**src/hw/rtl/rdf_pkg.sv**
```systemverilog
// shared types, stream codes and the crc step of the readout event deframer
// no dependencies; imported by every rdf_* module and the top level

package rdf_pkg;

    // parse phases of one event
    typedef enum logic [3:0] {
        PH_IDLE,
        PH_HEADER,
        PH_SEEK,
        PH_ANA_COUNT,
        PH_ANA_DATA,
        PH_ANA_CLOSE,
        PH_FRAME,
        PH_RECORD,
        PH_CRC_HI,
        PH_CRC_LO
    } phase_t;

    // error codes reported with each result word
    typedef enum logic [2:0] {
        ERR_NONE,
        ERR_HEADER,
        ERR_ID,
        ERR_RECORDS,
        ERR_INCOMPLETE,
        ERR_ASICS
    } err_t;

    // one result word
    typedef struct packed {
        logic [7:0]  byte_out;
        logic        kept;
        logic        done;
        logic        ok;
        err_t        err;
        logic [15:0] length;
    } rdf_result_t;

    // stream marker bytes
    localparam logic [7:0] HDR_SHORT   = 8'hB0;
    localparam logic [7:0] HDR_LONG    = 8'hBB;
    localparam logic [7:0] ANA_START   = 8'hC4;
    localparam logic [7:0] FRAME_START = 8'hB4;
    localparam logic [7:0] FRAME_END   = 8'hA3;
    localparam logic [7:0] FRAME_BAD   = 8'hC3;
    localparam logic [7:0] EVENT_END   = 8'hA0;

    // header and record sizes
    localparam logic [5:0] HDR_LEN_SHORT  = 6'd23;
    localparam logic [5:0] HDR_LEN_LONG   = 6'd32;
    localparam logic [5:0] LINE_FIELD_IDX = 6'd22;
    localparam logic [5:0] RECORD_BODY    = 6'd19;

    // capacity limits
    localparam logic [7:0] MEM_DEPTH  = 8'd128;
    localparam logic [6:0] MAX_ASICS  = 7'd48;
    localparam logic [6:0] ASIC_LIMIT = MAX_ASICS + 7'd1;

    // crc-16/ccitt, msb first
    localparam logic [15:0] CRC_INIT = 16'hFFFF;
    localparam logic [15:0] CRC_POLY = 16'h1021;

    // apb register map
    localparam int          ADDR_W       = 3;
    localparam logic        REG_BOARD_ID = 1'b0;
    localparam logic [15:0] LEN_MAX      = 16'hFFFF;

    function automatic logic [15:0] crc16_byte(input logic [15:0] crc, input logic [7:0] din);
        logic [15:0] c;
        c = crc ^ {din, 8'h00};
        for (int i = 0; i < 8; i++) begin
            if (c[15])
            begin
                c = {c[14:0], 1'b0} ^ CRC_POLY;
            end
            else
            begin
                c = {c[14:0], 1'b0};
            end
        end
        return c;
    endfunction

endpackage

```
**src/hw/rtl/readout_event_deframer.sv**
```systemverilog
// word path: an accepted word is held in the input register, then passes through the parser
//   into the result register once the result register is free
// throughput: one word per cycle while the result register is free; the parse step between
//   the input register and the result register is a single crc byte step and a phase update
// reset: rst_n is asynchronous, active low; board_id clears to 0, the parser
//   goes idle with crc 0xFFFF and both word registers empty
// top level of the readout event deframer; depends on rdf_pkg, rdf_apb_regs,
//   rdf_in_stage, rdf_parser and rdf_out_stage

module readout_event_deframer
    import rdf_pkg::*;
(
    input  logic              clk,
    input  logic              rst_n,
    // configuration port
    input  logic              psel,
    input  logic              penable,
    input  logic              pwrite,
    input  logic [ADDR_W-1:0] paddr,
    input  logic [31:0]       pwdata,
    output logic [31:0]       prdata,
    output logic              pready,
    // stream word in
    input  logic              data_valid,
    output logic              data_ready,
    input  logic [7:0]        data_byte,
    // result word out
    output logic              result_valid,
    input  logic              result_ready,
    output logic [7:0]        byte_out,
    output logic              byte_kept,
    output logic              event_done,
    output logic              crc_ok,
    output logic [2:0]        error_code,
    output logic [15:0]       event_length
);

    logic [7:0]  board_id;
    logic        held_valid;
    logic [7:0]  held_byte;
    logic        out_free;
    logic        step;
    rdf_result_t parse_res;
    rdf_result_t res_out;

    // the parser advances whenever a word is held and the result slot frees up
    assign step = held_valid && out_free;

    // board id register
    rdf_apb_regs u_regs (
        .clk      (clk),
        .rst_n    (rst_n),
        .psel     (psel),
        .penable  (penable),
        .pwrite   (pwrite),
        .paddr    (paddr),
        .pwdata   (pwdata),
        .prdata   (prdata),
        .pready   (pready),
        .board_id (board_id)
    );

    // input word register
    rdf_in_stage u_in (
        .clk        (clk),
        .rst_n      (rst_n),
        .data_valid (data_valid),
        .data_ready (data_ready),
        .data_byte  (data_byte),
        .advance    (step),
        .held_valid (held_valid),
        .held_byte  (held_byte)
    );

    // phase machine, counters and running crc
    rdf_parser u_parser (
        .clk      (clk),
        .rst_n    (rst_n),
        .step     (step),
        .b        (held_byte),
        .board_id (board_id),
        .res      (parse_res)
    );

    // result word register
    rdf_out_stage u_out (
        .clk          (clk),
        .rst_n        (rst_n),
        .load         (step),
        .res_in       (parse_res),
        .free         (out_free),
        .result_valid (result_valid),
        .result_ready (result_ready),
        .res_out      (res_out)
    );

    // unpack the result word onto the ports
    assign byte_out     = res_out.byte_out;
    assign byte_kept    = res_out.kept;
    assign event_done   = res_out.done;
    assign crc_ok       = res_out.ok;
    assign error_code   = res_out.err;
    assign event_length = res_out.length;

endmodule

```
**src/hw/rtl/rdf_apb_regs.sv**
```systemverilog
// apb configuration register of the deframer (board id)
// depends on rdf_pkg for the address width and register index

module rdf_apb_regs
    import rdf_pkg::*;
(
    input  logic              clk,
    input  logic              rst_n,
    input  logic              psel,
    input  logic              penable,
    input  logic              pwrite,
    input  logic [ADDR_W-1:0] paddr,
    input  logic [31:0]       pwdata,
    output logic [31:0]       prdata,
    output logic              pready,
    output logic [7:0]        board_id
);

    logic [7:0] board_id_reg;
    logic [7:0] board_id_next;
    logic       wr_en;

    assign pready = 1'b1;
    assign wr_en  = psel && penable && pwrite && (paddr[2] == REG_BOARD_ID);

    always_comb
    begin
        board_id_next = board_id_reg;
        if (wr_en)
        begin
            board_id_next = pwdata[7:0];
        end
    end

    always_ff @(posedge clk or negedge rst_n)
    begin
        if (!rst_n)
        begin
            board_id_reg <= 8'd0;
        end
        else
        begin
            board_id_reg <= board_id_next;
        end
    end

    assign prdata   = (paddr[2] == REG_BOARD_ID) ? {24'd0, board_id_reg} : 32'd0;
    assign board_id = board_id_reg;

endmodule

```
**src/hw/rtl/rdf_in_stage.sv**
```systemverilog
// input register of the deframer: holds one accepted stream word
// depends on rdf_pkg (no items used beyond the common import)

module rdf_in_stage
    import rdf_pkg::*;
(
    input  logic       clk,
    input  logic       rst_n,
    input  logic       data_valid,
    output logic       data_ready,
    input  logic [7:0] data_byte,
    input  logic       advance,
    output logic       held_valid,
    output logic [7:0] held_byte
);

    logic       valid_reg;
    logic       valid_next;
    logic [7:0] byte_reg;
    logic [7:0] byte_next;
    logic       load;

    assign data_ready = !valid_reg || advance;
    assign load       = data_valid && data_ready;

    always_comb
    begin
        valid_next = valid_reg;
        byte_next  = byte_reg;
        if (load)
        begin
            valid_next = 1'b1;
            byte_next  = data_byte;
        end
        else if (advance)
        begin
            valid_next = 1'b0;
        end
    end

    always_ff @(posedge clk or negedge rst_n)
    begin
        if (!rst_n)
        begin
            valid_reg <= 1'b0;
        end
        else
        begin
            valid_reg <= valid_next;
        end
    end

    always_ff @(posedge clk)
    begin
        byte_reg <= byte_next;
    end

    assign held_valid = valid_reg;
    assign held_byte  = byte_reg;

endmodule

```
**src/hw/rtl/rdf_parser.sv**
```systemverilog
// event parse state, running crc and per-word result decode
// depends on rdf_pkg for phases, error codes, markers and crc16_byte

module rdf_parser
    import rdf_pkg::*;
(
    input  logic        clk,
    input  logic        rst_n,
    input  logic        step,
    input  logic [7:0]  b,
    input  logic [7:0]  board_id,
    output rdf_result_t res
);

    phase_t      phase_reg,        phase_next;
    logic [15:0] crc_reg,          crc_next;
    logic        long_header_reg,  long_header_next;
    logic [5:0]  byte_count_reg,   byte_count_next;
    logic [3:0]  line_total_reg,   line_total_next;
    logic [3:0]  line_index_reg,   line_index_next;
    logic [14:0] analog_left_reg,  analog_left_next;
    logic [7:0]  record_count_reg, record_count_next;
    logic [6:0]  asic_count_reg,   asic_count_next;
    logic [7:0]  crc_high_reg,     crc_high_next;
    logic [15:0] length_count_reg, length_count_next;

    err_t        err;
    logic        done;
    logic [5:0]  bc_inc;
    logic [3:0]  line_inc;
    logic [14:0] analog_dec;
    logic [15:0] len_inc;
    logic        feed;

    assign bc_inc     = byte_count_reg + 6'd1;
    assign line_inc   = line_index_reg + 4'd1;
    assign analog_dec = analog_left_reg - 15'd1;
    assign len_inc    = (length_count_reg != LEN_MAX) ? length_count_reg + 16'd1
                                                      : length_count_reg;

    // error decode
    always_comb
    begin
        err  = ERR_NONE;
        done = (phase_reg == PH_CRC_LO);
        case (phase_reg)
            PH_IDLE:
            begin
                if (!(b == HDR_SHORT || b == HDR_LONG))
                begin
                    err = ERR_HEADER;
                end
            end
            PH_HEADER:
            begin
                if (byte_count_reg == 6'd0 && b != board_id)
                begin
                    err = ERR_ID;
                end
            end
            PH_FRAME:
            begin
                if (b == FRAME_BAD)
                begin
                    err = ERR_INCOMPLETE;
                end
                else if (b == FRAME_END && asic_count_reg >= ASIC_LIMIT)
                begin
                    err = ERR_ASICS;
                end
            end
            PH_RECORD:
            begin
                if (bc_inc >= RECORD_BODY && record_count_reg >= MEM_DEPTH)
                begin
                    err = ERR_RECORDS;
                end
            end
            PH_SEEK, PH_ANA_COUNT, PH_ANA_DATA, PH_ANA_CLOSE, PH_CRC_HI, PH_CRC_LO:
            begin
                err = ERR_NONE;
            end
            default:
            begin
                err = ERR_HEADER;
            end
        endcase
    end

    // next state
    always_comb
    begin
        phase_next        = phase_reg;
        crc_next          = crc_reg;
        long_header_next  = long_header_reg;
        byte_count_next   = byte_count_reg;
        line_total_next   = line_total_reg;
        line_index_next   = line_index_reg;
        analog_left_next  = analog_left_reg;
        record_count_next = record_count_reg;
        asic_count_next   = asic_count_reg;
        crc_high_next     = crc_high_reg;
        length_count_next = len_inc;
        feed              = 1'b0;
        case (phase_reg)
            PH_IDLE:
            begin
                feed             = 1'b1;
                long_header_next = (b == HDR_LONG);
                byte_count_next  = 6'd0;
                phase_next       = PH_HEADER;
            end
            PH_HEADER:
            begin
                feed            = 1'b1;
                byte_count_next = bc_inc;
                if (byte_count_reg == LINE_FIELD_IDX)
                begin
                    line_total_next = b[7:4];
                end
                if (bc_inc >= (long_header_reg ? HDR_LEN_LONG : HDR_LEN_SHORT))
                begin
                    phase_next = PH_SEEK;
                end
            end
            PH_SEEK:
            begin
                if (b == ANA_START)
                begin
                    line_index_next = 4'd0;
                    phase_next = (line_total_reg == 4'd0) ? PH_ANA_CLOSE : PH_ANA_COUNT;
                end
                else if (b == FRAME_START)
                begin
                    feed              = 1'b1;
                    record_count_next = 8'd0;
                    phase_next        = PH_FRAME;
                end
                else if (b == EVENT_END)
                begin
                    phase_next = PH_CRC_HI;
                end
            end
            PH_ANA_COUNT:
            begin
                // count byte times 128 data bytes
                analog_left_next = {b, 7'd0};
                if (b == 8'd0)
                begin
                    line_index_next = line_inc;
                    phase_next = (line_inc == line_total_reg) ? PH_ANA_CLOSE : PH_ANA_COUNT;
                end
                else
                begin
                    phase_next = PH_ANA_DATA;
                end
            end
            PH_ANA_DATA:
            begin
                analog_left_next = analog_dec;
                if (analog_dec == 15'd0)
                begin
                    line_index_next = line_inc;
                    phase_next = (line_inc == line_total_reg) ? PH_ANA_CLOSE : PH_ANA_COUNT;
                end
            end
            PH_ANA_CLOSE:
            begin
                phase_next = PH_SEEK;
            end
            PH_FRAME:
            begin
                feed = 1'b1;
                if (b == FRAME_END)
                begin
                    record_count_next = 8'd0;
                    asic_count_next   = asic_count_reg + 7'd1;
                    phase_next        = PH_SEEK;
                end
                else
                begin
                    byte_count_next = 6'd0;
                    phase_next      = PH_RECORD;
                end
            end
            PH_RECORD:
            begin
                feed            = 1'b1;
                byte_count_next = bc_inc;
                if (bc_inc >= RECORD_BODY)
                begin
                    record_count_next = record_count_reg + 8'd1;
                    phase_next        = PH_FRAME;
                end
            end
            PH_CRC_HI:
            begin
                crc_high_next = b;
                phase_next    = PH_CRC_LO;
            end
            PH_CRC_LO:
            begin
                phase_next = PH_CRC_LO;
            end
            default:
            begin
                phase_next = PH_IDLE;
            end
        endcase

        if (feed)
        begin
            crc_next = crc16_byte(crc_reg, b);
        end

        // error or event end: back to a clean idle
        if (err != ERR_NONE || done)
        begin
            phase_next        = PH_IDLE;
            crc_next          = CRC_INIT;
            long_header_next  = 1'b0;
            byte_count_next   = 6'd0;
            line_total_next   = 4'd0;
            line_index_next   = 4'd0;
            analog_left_next  = 15'd0;
            record_count_next = 8'd0;
            asic_count_next   = 7'd0;
            crc_high_next     = 8'd0;
            length_count_next = 16'd0;
        end
    end

    // result word
    always_comb
    begin
        res.byte_out = b;
        res.kept     = (err == ERR_NONE);
        res.done     = done;
        res.ok       = done && ({crc_high_reg, b} == crc_reg);
        res.err      = err;
        res.length   = (err == ERR_NONE) ? len_inc : length_count_reg;
    end

    always_ff @(posedge clk or negedge rst_n)
    begin
        if (!rst_n)
        begin
            phase_reg        <= PH_IDLE;
            crc_reg          <= CRC_INIT;
            long_header_reg  <= 1'b0;
            byte_count_reg   <= 6'd0;
            line_total_reg   <= 4'd0;
            line_index_reg   <= 4'd0;
            analog_left_reg  <= 15'd0;
            record_count_reg <= 8'd0;
            asic_count_reg   <= 7'd0;
            crc_high_reg     <= 8'd0;
            length_count_reg <= 16'd0;
        end
        else if (step)
        begin
            phase_reg        <= phase_next;
            crc_reg          <= crc_next;
            long_header_reg  <= long_header_next;
            byte_count_reg   <= byte_count_next;
            line_total_reg   <= line_total_next;
            line_index_reg   <= line_index_next;
            analog_left_reg  <= analog_left_next;
            record_count_reg <= record_count_next;
            asic_count_reg   <= asic_count_next;
            crc_high_reg     <= crc_high_next;
            length_count_reg <= length_count_next;
        end
    end

`ifndef SYNTH
    a_err_to_idle: assert property (@(posedge clk) disable iff (!rst_n)
        step && err != ERR_NONE |=> phase_reg == PH_IDLE && crc_reg == CRC_INIT)
        else $error("parser not idle after error");

    a_done_clears: assert property (@(posedge clk) disable iff (!rst_n)
        step && phase_reg == PH_CRC_LO |=> phase_reg == PH_IDLE && length_count_reg == 16'd0)
        else $error("event state not cleared after crc");

    a_start_header: assert property (@(posedge clk) disable iff (!rst_n)
        step && phase_reg == PH_IDLE && err == ERR_NONE
        |=> phase_reg == PH_HEADER && byte_count_reg == 6'd0 && length_count_reg == 16'd1)
        else $error("global header did not open an event");

    a_ok_needs_done: assert property (@(posedge clk) disable iff (!rst_n)
        res.ok |-> res.done && res.kept)
        else $error("crc_ok without event end");
`endif

endmodule

```
**src/hw/rtl/rdf_out_stage.sv**
```systemverilog
// result register of the deframer, decouples the parser from the sink
// depends on rdf_pkg for the result word type

module rdf_out_stage
    import rdf_pkg::*;
(
    input  logic        clk,
    input  logic        rst_n,
    input  logic        load,
    input  rdf_result_t res_in,
    output logic        free,
    output logic        result_valid,
    input  logic        result_ready,
    output rdf_result_t res_out
);

    logic        valid_reg;
    logic        valid_next;
    rdf_result_t res_reg;
    rdf_result_t res_next;

    assign free = !valid_reg || result_ready;

    always_comb
    begin
        valid_next = valid_reg;
        res_next   = res_reg;
        if (load)
        begin
            valid_next = 1'b1;
            res_next   = res_in;
        end
        else if (result_ready)
        begin
            valid_next = 1'b0;
        end
    end

    always_ff @(posedge clk or negedge rst_n)
    begin
        if (!rst_n)
        begin
            valid_reg <= 1'b0;
        end
        else
        begin
            valid_reg <= valid_next;
        end
    end

    always_ff @(posedge clk)
    begin
        res_reg <= res_next;
    end

    assign result_valid = valid_reg;
    assign res_out      = res_reg;

endmodule

```
**config.mk**
```make
export PLATFORM = sky130hd
export DESIGN_NAME = readout_event_deframer
export DESIGN_NICKNAME = d
export VERILOG_FILES = /design/src/hw/rtl/rdf_pkg.sv /design/src/hw/rtl/readout_event_deframer.sv /design/src/hw/rtl/rdf_apb_regs.sv /design/src/hw/rtl/rdf_in_stage.sv /design/src/hw/rtl/rdf_parser.sv /design/src/hw/rtl/rdf_out_stage.sv
export SDC_FILE = /design/constraint.sdc
export NUM_CORES = 1
export LEC_CHECK = 0
export BUFFER_PORTS_ARGS = -buffer_cell sky130_fd_sc_hd__clkbuf_2
export CAP_MARGIN = 30
export CORE_MARGIN = 1.5
export CORE_UTILIZATION = 40
export DETAILED_ROUTE_END_ITERATION = 12
export GPL_TIMING_DRIVEN = 0
export PLACE_DENSITY = 0.7
export SYNTH_ARGS = -nofsm -noshare
export SYNTH_HDL_FRONTEND = slang
export SYNTH_SLANG_ARGS = --single-unit
```
**constraint.sdc**
```tcl
create_clock -name clk -period 3 [get_ports clk]
set_input_delay 0.15 -clock clk [delete_from_list [all_inputs] [get_ports clk]]
set_output_delay 0.15 -clock clk [all_outputs]
set_load 0.02 [all_outputs]
```
==> impl_summary.log, run 1 <==
[metrics] crit path kind: register to register
[metrics] Hold Startpoint: pwrite
[metrics] data required time of the critical path: 3.18 ns
[metrics] critical path fanouts, max: 10
[metrics] via count of the first global-routing pass: 6245
[metrics] DP Area: 8860 um^2
[metrics] standard-cell row count: 51
[metrics] worst setup margin: 0.129 ns
[metrics] fraction of registers with async set or reset after synthesis: 0.723
[metrics] final-report hold violation count: 0
[metrics] Max Clk Rate: 348 MHz
[metrics] data arrival time of the critical path: 3.05 ns
[metrics] unrepaired setup endpoints after global routing: false
[metrics] post-synthesis instance total: 828
[metrics] hold slack: 0.338 ns
[metrics] Final Max Tran Viols: 0
[metrics] vias post-DR: 6533
[metrics] first-pass GRT wire length: 31.3 mm
[metrics] die area: 21100 um^2
[metrics] post-synthesis cell type with the largest combined area: dfrtp_1
[metrics] remaining global-route overflow: 0
[metrics] Yosys warnings: 0
[metrics] starting density of the core: 0.412
[metrics] First-pass DRT Iterations: 5
[metrics] number of flip-flops under the largest register name: 30
[metrics] setup violation total in the final timing report: 0
[metrics] HP Class: primary input to register
[metrics] maximum VDD drop: 0.000592 V
[metrics] area of the placeable core: 19700 um^2
[metrics] Critical Path Sink Type: register
[metrics] most frequent cell after synthesis: dfrtp_1
[metrics] number of antenna repair diodes: 0
[metrics] ys flop type: dfrtp_1
[metrics] minimum clock period: 2.87 ns
[metrics] level count of the clock H-tree: 4
[metrics] GR Util All Layers: 0.185
[metrics] normalized max-slew margin: 0.358
[metrics] Lkg Pwr: 4.16 nW
[metrics] Max Cap Viol: 0
[metrics] Layout Area Growth over Synthesis: 19.4%
[metrics] Routed wire per std cell: 15.4 um
[metrics] outcome: complete, no violations
[metrics] Critical path buffers and inverters: 4
[metrics] total power consumption of the routed design: 8.07 mW
[metrics] Clock Latency Late Sink: 0.43 ns
[metrics] Clk Tree Root Cell: clkbuf_16
[metrics] antenna violation net count after detailed routing: 0
[metrics] NumNets Final: 1021
[metrics] mean post-synth cell area: 9.77 um^2
[metrics] GPL Wtd Cong: 0.937
[metrics] worst setup path start: u_in.held_byte[1]
[metrics] EDFF count, synth: 38
[metrics] Clock Tree Buf Depth: 2
[metrics] CP peak stage delay: 0.37 ns
[metrics] DRC violation count after routing: 0
[metrics] area share of the largest cell type after synthesis: 0.257
[metrics] number of design-rule violations left by the first detailed-router iteration: 439
[metrics] number of antenna violations at the first check in global routing: 0
[metrics] portion of the post-synthesis area used by sequential elements: 0.450
[metrics] P per Cell Area: 836 nW/um^2
[metrics] Synth cell types: 83
[metrics] I/O pins: 115
[metrics] y dimension of the die: 145 um
[metrics] clock buffers created by TritonCTS: 17
[metrics] startpoint types: register
[metrics] setup clock skew after layout: 0.0106 ns
[metrics] clock tree from TritonCTS: built
[metrics] Clock Pin Slew Worst Setup and Hold Paths: 0.06 ns
[metrics] largest net degree at the start of global routing: 100
[metrics] top post-synthesis cells by area: dfrtp_1 (26%), edfxtp_1 (14%), dfstp_2 (5.2%)
[metrics] reg-to-reg startpoint: u_in.held_byte[1]
[metrics] kind of cell adding the most delay to the critical path: buffers and inverters
[metrics] worst-margin pin slew: 0.957 ns
[metrics] Final period util: 0.957
[metrics] quantity of I/O buffers inserted on ports: 63
[metrics] die span in x: 145 um
[metrics] most frequent cells after synthesis: dfrtp_1 (83), nand2_1 (79), nor2_1 (47), o21ai_0 (46), xor2_1 (42)
[metrics] share of post-route cells with drive strength above 1: 0.211
[metrics] summed instance area of the synthesized netlist: 8090 um^2
[metrics] series of cell instances along the critical path: buf_2, or3_1, a211oi_1, o21a_1, o211a_1, buf_6, nand3_4, inv_1, clkbuf_4, nand2_1, xnor2_1
[metrics] vias per cell: 5.30
[metrics] Total Routed Length: 18.9 mm
[metrics] highest-delay cell along the critical path: edfxtp_1
[metrics] Setup Slack @ Placement: -0.0326 ns
[metrics] final instance area: 9660 um^2
[metrics] CTS sink cnt: 137
[metrics] HPWL after DPL: 13.1 mm
[metrics] flops & latches, synth: 137
## placed cells by master, fill, tap and decap left out, drive strengths merged, types with 5 or more instances in the layout
cell type	netlist	layout
nand3b	5	5
o211ai	8	8
nand2b	14	14
nor3	23	23
dlygate4sd3	0	19
dfrtp	83	83
a21oi	34	34
a21o	6	6
mux2	12	12
clkbuf	14	95
a31oi	13	13
and2	7	7
buf	48	50
inv	34	38
dfstp	16	16
a22o	5	5
o21a	6	6
ha	16	16
o21ai	55	55
nor2b	10	10
nand4	9	9
clkinv	0	6
o22ai	5	5
nor2	50	50
o31ai	5	5
a2bb2oi	6	6
nand2	80	80
xnor2	30	30
or2	5	5
or3	16	16
nor4	15	15
nand3	34	34
or4	6	6
a211o	6	6
and3	10	10
edfxtp	38	38
mux2i	15	15
conb	2	25
xor2	42	42
## through the flow
stage | instances | utilization | TNS, ns
6_report | 1233 | 0.492 | 0
5_1_grt | 1233 | 0.492 | 0
4_1_cts | 1233 | 0.490 | 0
3_5_place_dp | 1180 | 0.451 | -0.0447
3_3_place_gp | 1179 | 0.449 | -16.70
2_1_floorplan | 851 | - | 0
## power breakdown
group / leakage [nW] / switching [mW] / internal, mW
Clock: 0.267 / 0.853 / 1.15
Combinational: 2.25 / 2.00 / 1.32
Sequential: 1.64 / 0.354 / 2.39
## worst min-delay path: cells and delay by family
family	cells	cell delay, ns
buffers and inverters	1	0.08
muxes	1	0.22
and+or+nand+nor	1	0.29
## logic make-up (layout without fill, tap and decap cells)
logic type / after synthesis / after routing / synth area share
fa+ha+maj: 16 / 16 / 0.0247
other cells: 2 / 25 / 0.000928
xor+xnor: 72 / 72 / 0.0779
simple gates: 302 / 302 / 0.199
compound gates: 176 / 176 / 0.146
mux: 27 / 27 / 0.0362
flops: 137 / 137 / 0.450
buf+inv: 96 / 213 / 0.0656
## metal layers
| metal | global-route usage | vias up | wire length, um |
|---|---|---|---|
| li1 | - | 3186 | - |
| met4 | 0.0750 | 0 | 402 |
| met5 | 0 | - | 0 |
| met3 | 0.0403 | 38 | 1020 |
| met1 | 0.230 | 3121 | 8470 |
| met2 | 0.311 | 188 | 9040 |
## worst paths after layout
path / depth (start not counted) / end / slack [ns]
max: 11 / u_out.res_out[9] / 0.13
min: 3 / u_regs.board_id[4] / 0.34
max reg2reg: 11 / u_out.res_out[9] / 0.13
min reg2reg: 0 / u_out.res_out[23] / 0.45
max in group asynchronous: 2 / u_parser.byte_count_reg[0] / 1.99
min in group asynchronous: 2 / u_in.held_valid / 0.37
## cell type report
| type | instances | area (um^2) |
|---|---|---|
| Fill cell | 1843 | 9990 |
| Sequential cell | 137 | 3640 |
| Tap cell | 265 | 332 |
| Clock inverter | 15 | 144 |
| Multi-Input combinational cell | 618 | 4030 |
| Buffer | 62 | 399 |
| Inverter | 34 | 135 |
| Timing Repair Buffer | 85 | 557 |
| Clock buffer | 17 | 425 |
## timing repair
| item | CTS | global route |
|---|---|---|
| hold endpoints to repair | 101 | 0 |
| setup endpoints to repair | 10 | 66 |
| buffers inserted | 2 | 0 |
| resized for setup | 1 | 7 |
| hold buffers | 19 | 0 |
| pin swaps | 1 | 0 |
Power figures use the tool's default switching activity.
==> run 2, diff against run 1 <==
Settings changed: CORE_UTILIZATION 40 to 30, PLACE_DENSITY 0.7 to 0.58.
==> run 2 against run 1 <==
Compared with the run above: cell count grew 5.7%; largest power group unchanged; critical path depth shrank 3; die area grew 33%; non-clock buffer count is the same; sequential power is essentially flat; power grew 1.1%; register-to-register slack lost 0.03 ns; final area grew 1.0%; highest routed layer unchanged; clock skew grew 0.00054 ns; global-route usage shrank 3.5 points.
==> impl_summary.log, run 2 (same netlist as run 1, synthesis figures left out) <==
[metrics] area of the placeable core: 26300 um^2
[metrics] number of design-rule violations left by the first detailed-router iteration: 427
[metrics] Most Crowded Layer GR: met2
[metrics] utilization after layout: 0.371
[metrics] GRT met1 Usage: 0.202
[metrics] largest net degree at the start of global routing: 100
[metrics] starting density of the core: 0.308
[metrics] Clock Pin Slew Worst Setup and Hold Paths: 0.06 ns
[metrics] normalized max-slew margin: 0.339
[metrics] cell count after placement: 1250
[metrics] GPL Wtd Cong: 0.907
[metrics] hold slack: 0.0318 ns
[metrics] antenna violation net count after detailed routing: 0
[metrics] fill cell instance count of the final layout: 2679
[metrics] minimum clock period: 2.90 ns
[metrics] level count of the clock H-tree: 4
[metrics] vias post-DR: 6484
[metrics] outcome: complete, no violations
[metrics] most frequent standard cell in the layout excluding fill and tap cells: dfrtp_1
[metrics] clock buffers created by TritonCTS: 17
[metrics] CP peak stage delay: 0.53 ns
[metrics] most used cells in the layout excluding fill and tap cells: dfrtp_1 (82), nand2_1 (78), clkbuf_2 (65), nor2_1 (46), o21ai_0 (46)
[metrics] GR Util All Layers: 0.150
[metrics] Layout Area Growth over Synthesis: 20.7%
[metrics] HP Class: primary input to register
[metrics] y dimension of the die: 167 um
[metrics] die span in x: 167 um
[metrics] Final period util: 0.966
[metrics] number of antenna violations at the first check in global routing: 0
[metrics] critical path fanouts, max: 10
[metrics] NumNets Final: 1021
[metrics] worst-margin pin slew: 0.984 ns
[metrics] final-report hold violation count: 0
[metrics] Routed wire per std cell: 15.7 um
[metrics] met3 layer usage reported by global route: 0.0345
[metrics] series of cell instances along the critical path: buf_2, xor2_1, nor4_1, a211o_2, and3_1, nand3_2, or3_1, o21ai_0
[metrics] Final Max Tran Viols: 0
[metrics] DRC violation count after routing: 0
[metrics] quantity of I/O buffers inserted on ports: 63
[metrics] vias per cell: 4.98
[metrics] Clock Latency Late Sink: 0.43 ns
[metrics] Total Routed Length: 20.4 mm
[metrics] number of flip-flops under the largest register name: 30
[metrics] Max Clk Rate: 345 MHz
[metrics] setup violation total in the final timing report: 0
[metrics] die area: 28000 um^2
[metrics] unrepaired setup endpoints after global routing: false
[metrics] Finished Layout Cells: 1303
[metrics] Clock Tree Buf Depth: 2
[metrics] Clk Tree Root Cell: clkbuf_16
[metrics] First-pass DRT Iterations: 5
[metrics] P per Cell Area: 836 nW/um^2
[metrics] maximum VDD drop: 0.000406 V
[metrics] HPWL after DPL: 14.0 mm
[metrics] crit path kind: register to register
[metrics] remaining global-route overflow: 0
[metrics] via count of the first global-routing pass: 6210
[metrics] CTS sink cnt: 137
[metrics] highest-delay cell along the critical path: nor4_1
[metrics] Lkg Pwr: 4.17 nW
[metrics] standard-cell row count: 59
[metrics] number of antenna repair diodes: 0
[metrics] setup clock skew after layout: 0.0111 ns
[metrics] share of post-route cells with drive strength above 1: 0.212
[metrics] data arrival time of the critical path: 3.24 ns
[metrics] startpoint types: register
[metrics] data required time of the critical path: 3.34 ns
[metrics] I/O pins: 115
[metrics] first-pass GRT wire length: 33.1 mm
[metrics] clock tree from TritonCTS: built
[metrics] met2 capacity usage during global routing: 0.235
[metrics] Max Cap Viol: 0
[metrics] Critical Path Sink Type: register
==> run 2: per-stage QoR <==
step                cell area [um^2]  worst slack [ns]  setup TNS (ns)  total power, mW
floorplan                       8180             0.346               0             5.17
global placement                8910            -0.773          -27.95             5.99
detailed placement              8950            -0.151           -2.16             6.04
CTS                             9740            0.0457               0             8.17
global route                    9760            0.0141               0             8.69
finish                          9760             0.101               0             8.16
==> run 2: metal layers <==
layer	vias up	routed length, um	share of wire
li1	3188	-	-
met1	3081	9690	0.47
met2	192	9300	0.46
met3	23	1040	0.051
met4	0	393	0.019
met5	-	0	0
==> run 2: layout make-up <==
class	count	area, um^2	area share
clock buffers	26	532	0.0545
plain buffers	62	397	0.0406
repair buffers	85	554	0.0568
inverters	34	135	0.0138
flip-flops and latches	137	3640	0.373
multi-input cells	618	4050	0.415
well taps	335	419	0.0429
clock inverters	6	36.3	0.00372
==> run 2: worst paths after layout <==
check	startpoint	endpoint	cells after the start	slack (ns)
max in group asynchronous	rst_n	u_parser.byte_count_reg[0]	2	2.03
min	result_ready	u_out.result_valid	3	0.03
min in group asynchronous	rst_n	u_parser.crc_high_reg[6]	2	0.40
max reg2reg	u_in.held_byte[6]	u_parser.asic_count_reg[2]	8	0.10
max	u_in.held_byte[6]	u_parser.asic_count_reg[2]	8	0.10
min reg2reg	u_in.held_byte[1]	u_out.res_out[23]	0	0.46
==> run 2: worst max-delay path, delay by kind of cell, from the launching register on <==
| kind | cells | cell delay (ns) |
|---|---|---|
| AO/OA/AOI/OAI | 2 | 0.41 |
| AND/OR/NAND/NOR | 4 | 1.56 |
| XOR/XNOR | 1 | 0.17 |
| buffers and inverters | 1 | 0.24 |
| flip-flops | 1 | 0.41 |
==> run 2: what timing repair did <==
item / in CTS / in global routing
endpoints found under the setup margin: 44 / 28
hold buffers: 18 / 0
resized for setup: 4 / 8
pin swaps: 1 / 0
endpoints found under the hold margin: 100 / 0
cloned: 0 / 0
setup buffers: 3 / 0
==> run 2: report_power, final <==
group | internal (mW) | switching (mW)
logic | 1.34 | 2.06
clock network | 1.22 | 0.790
registers | 2.39 | 0.365
total | 4.94 | 3.22
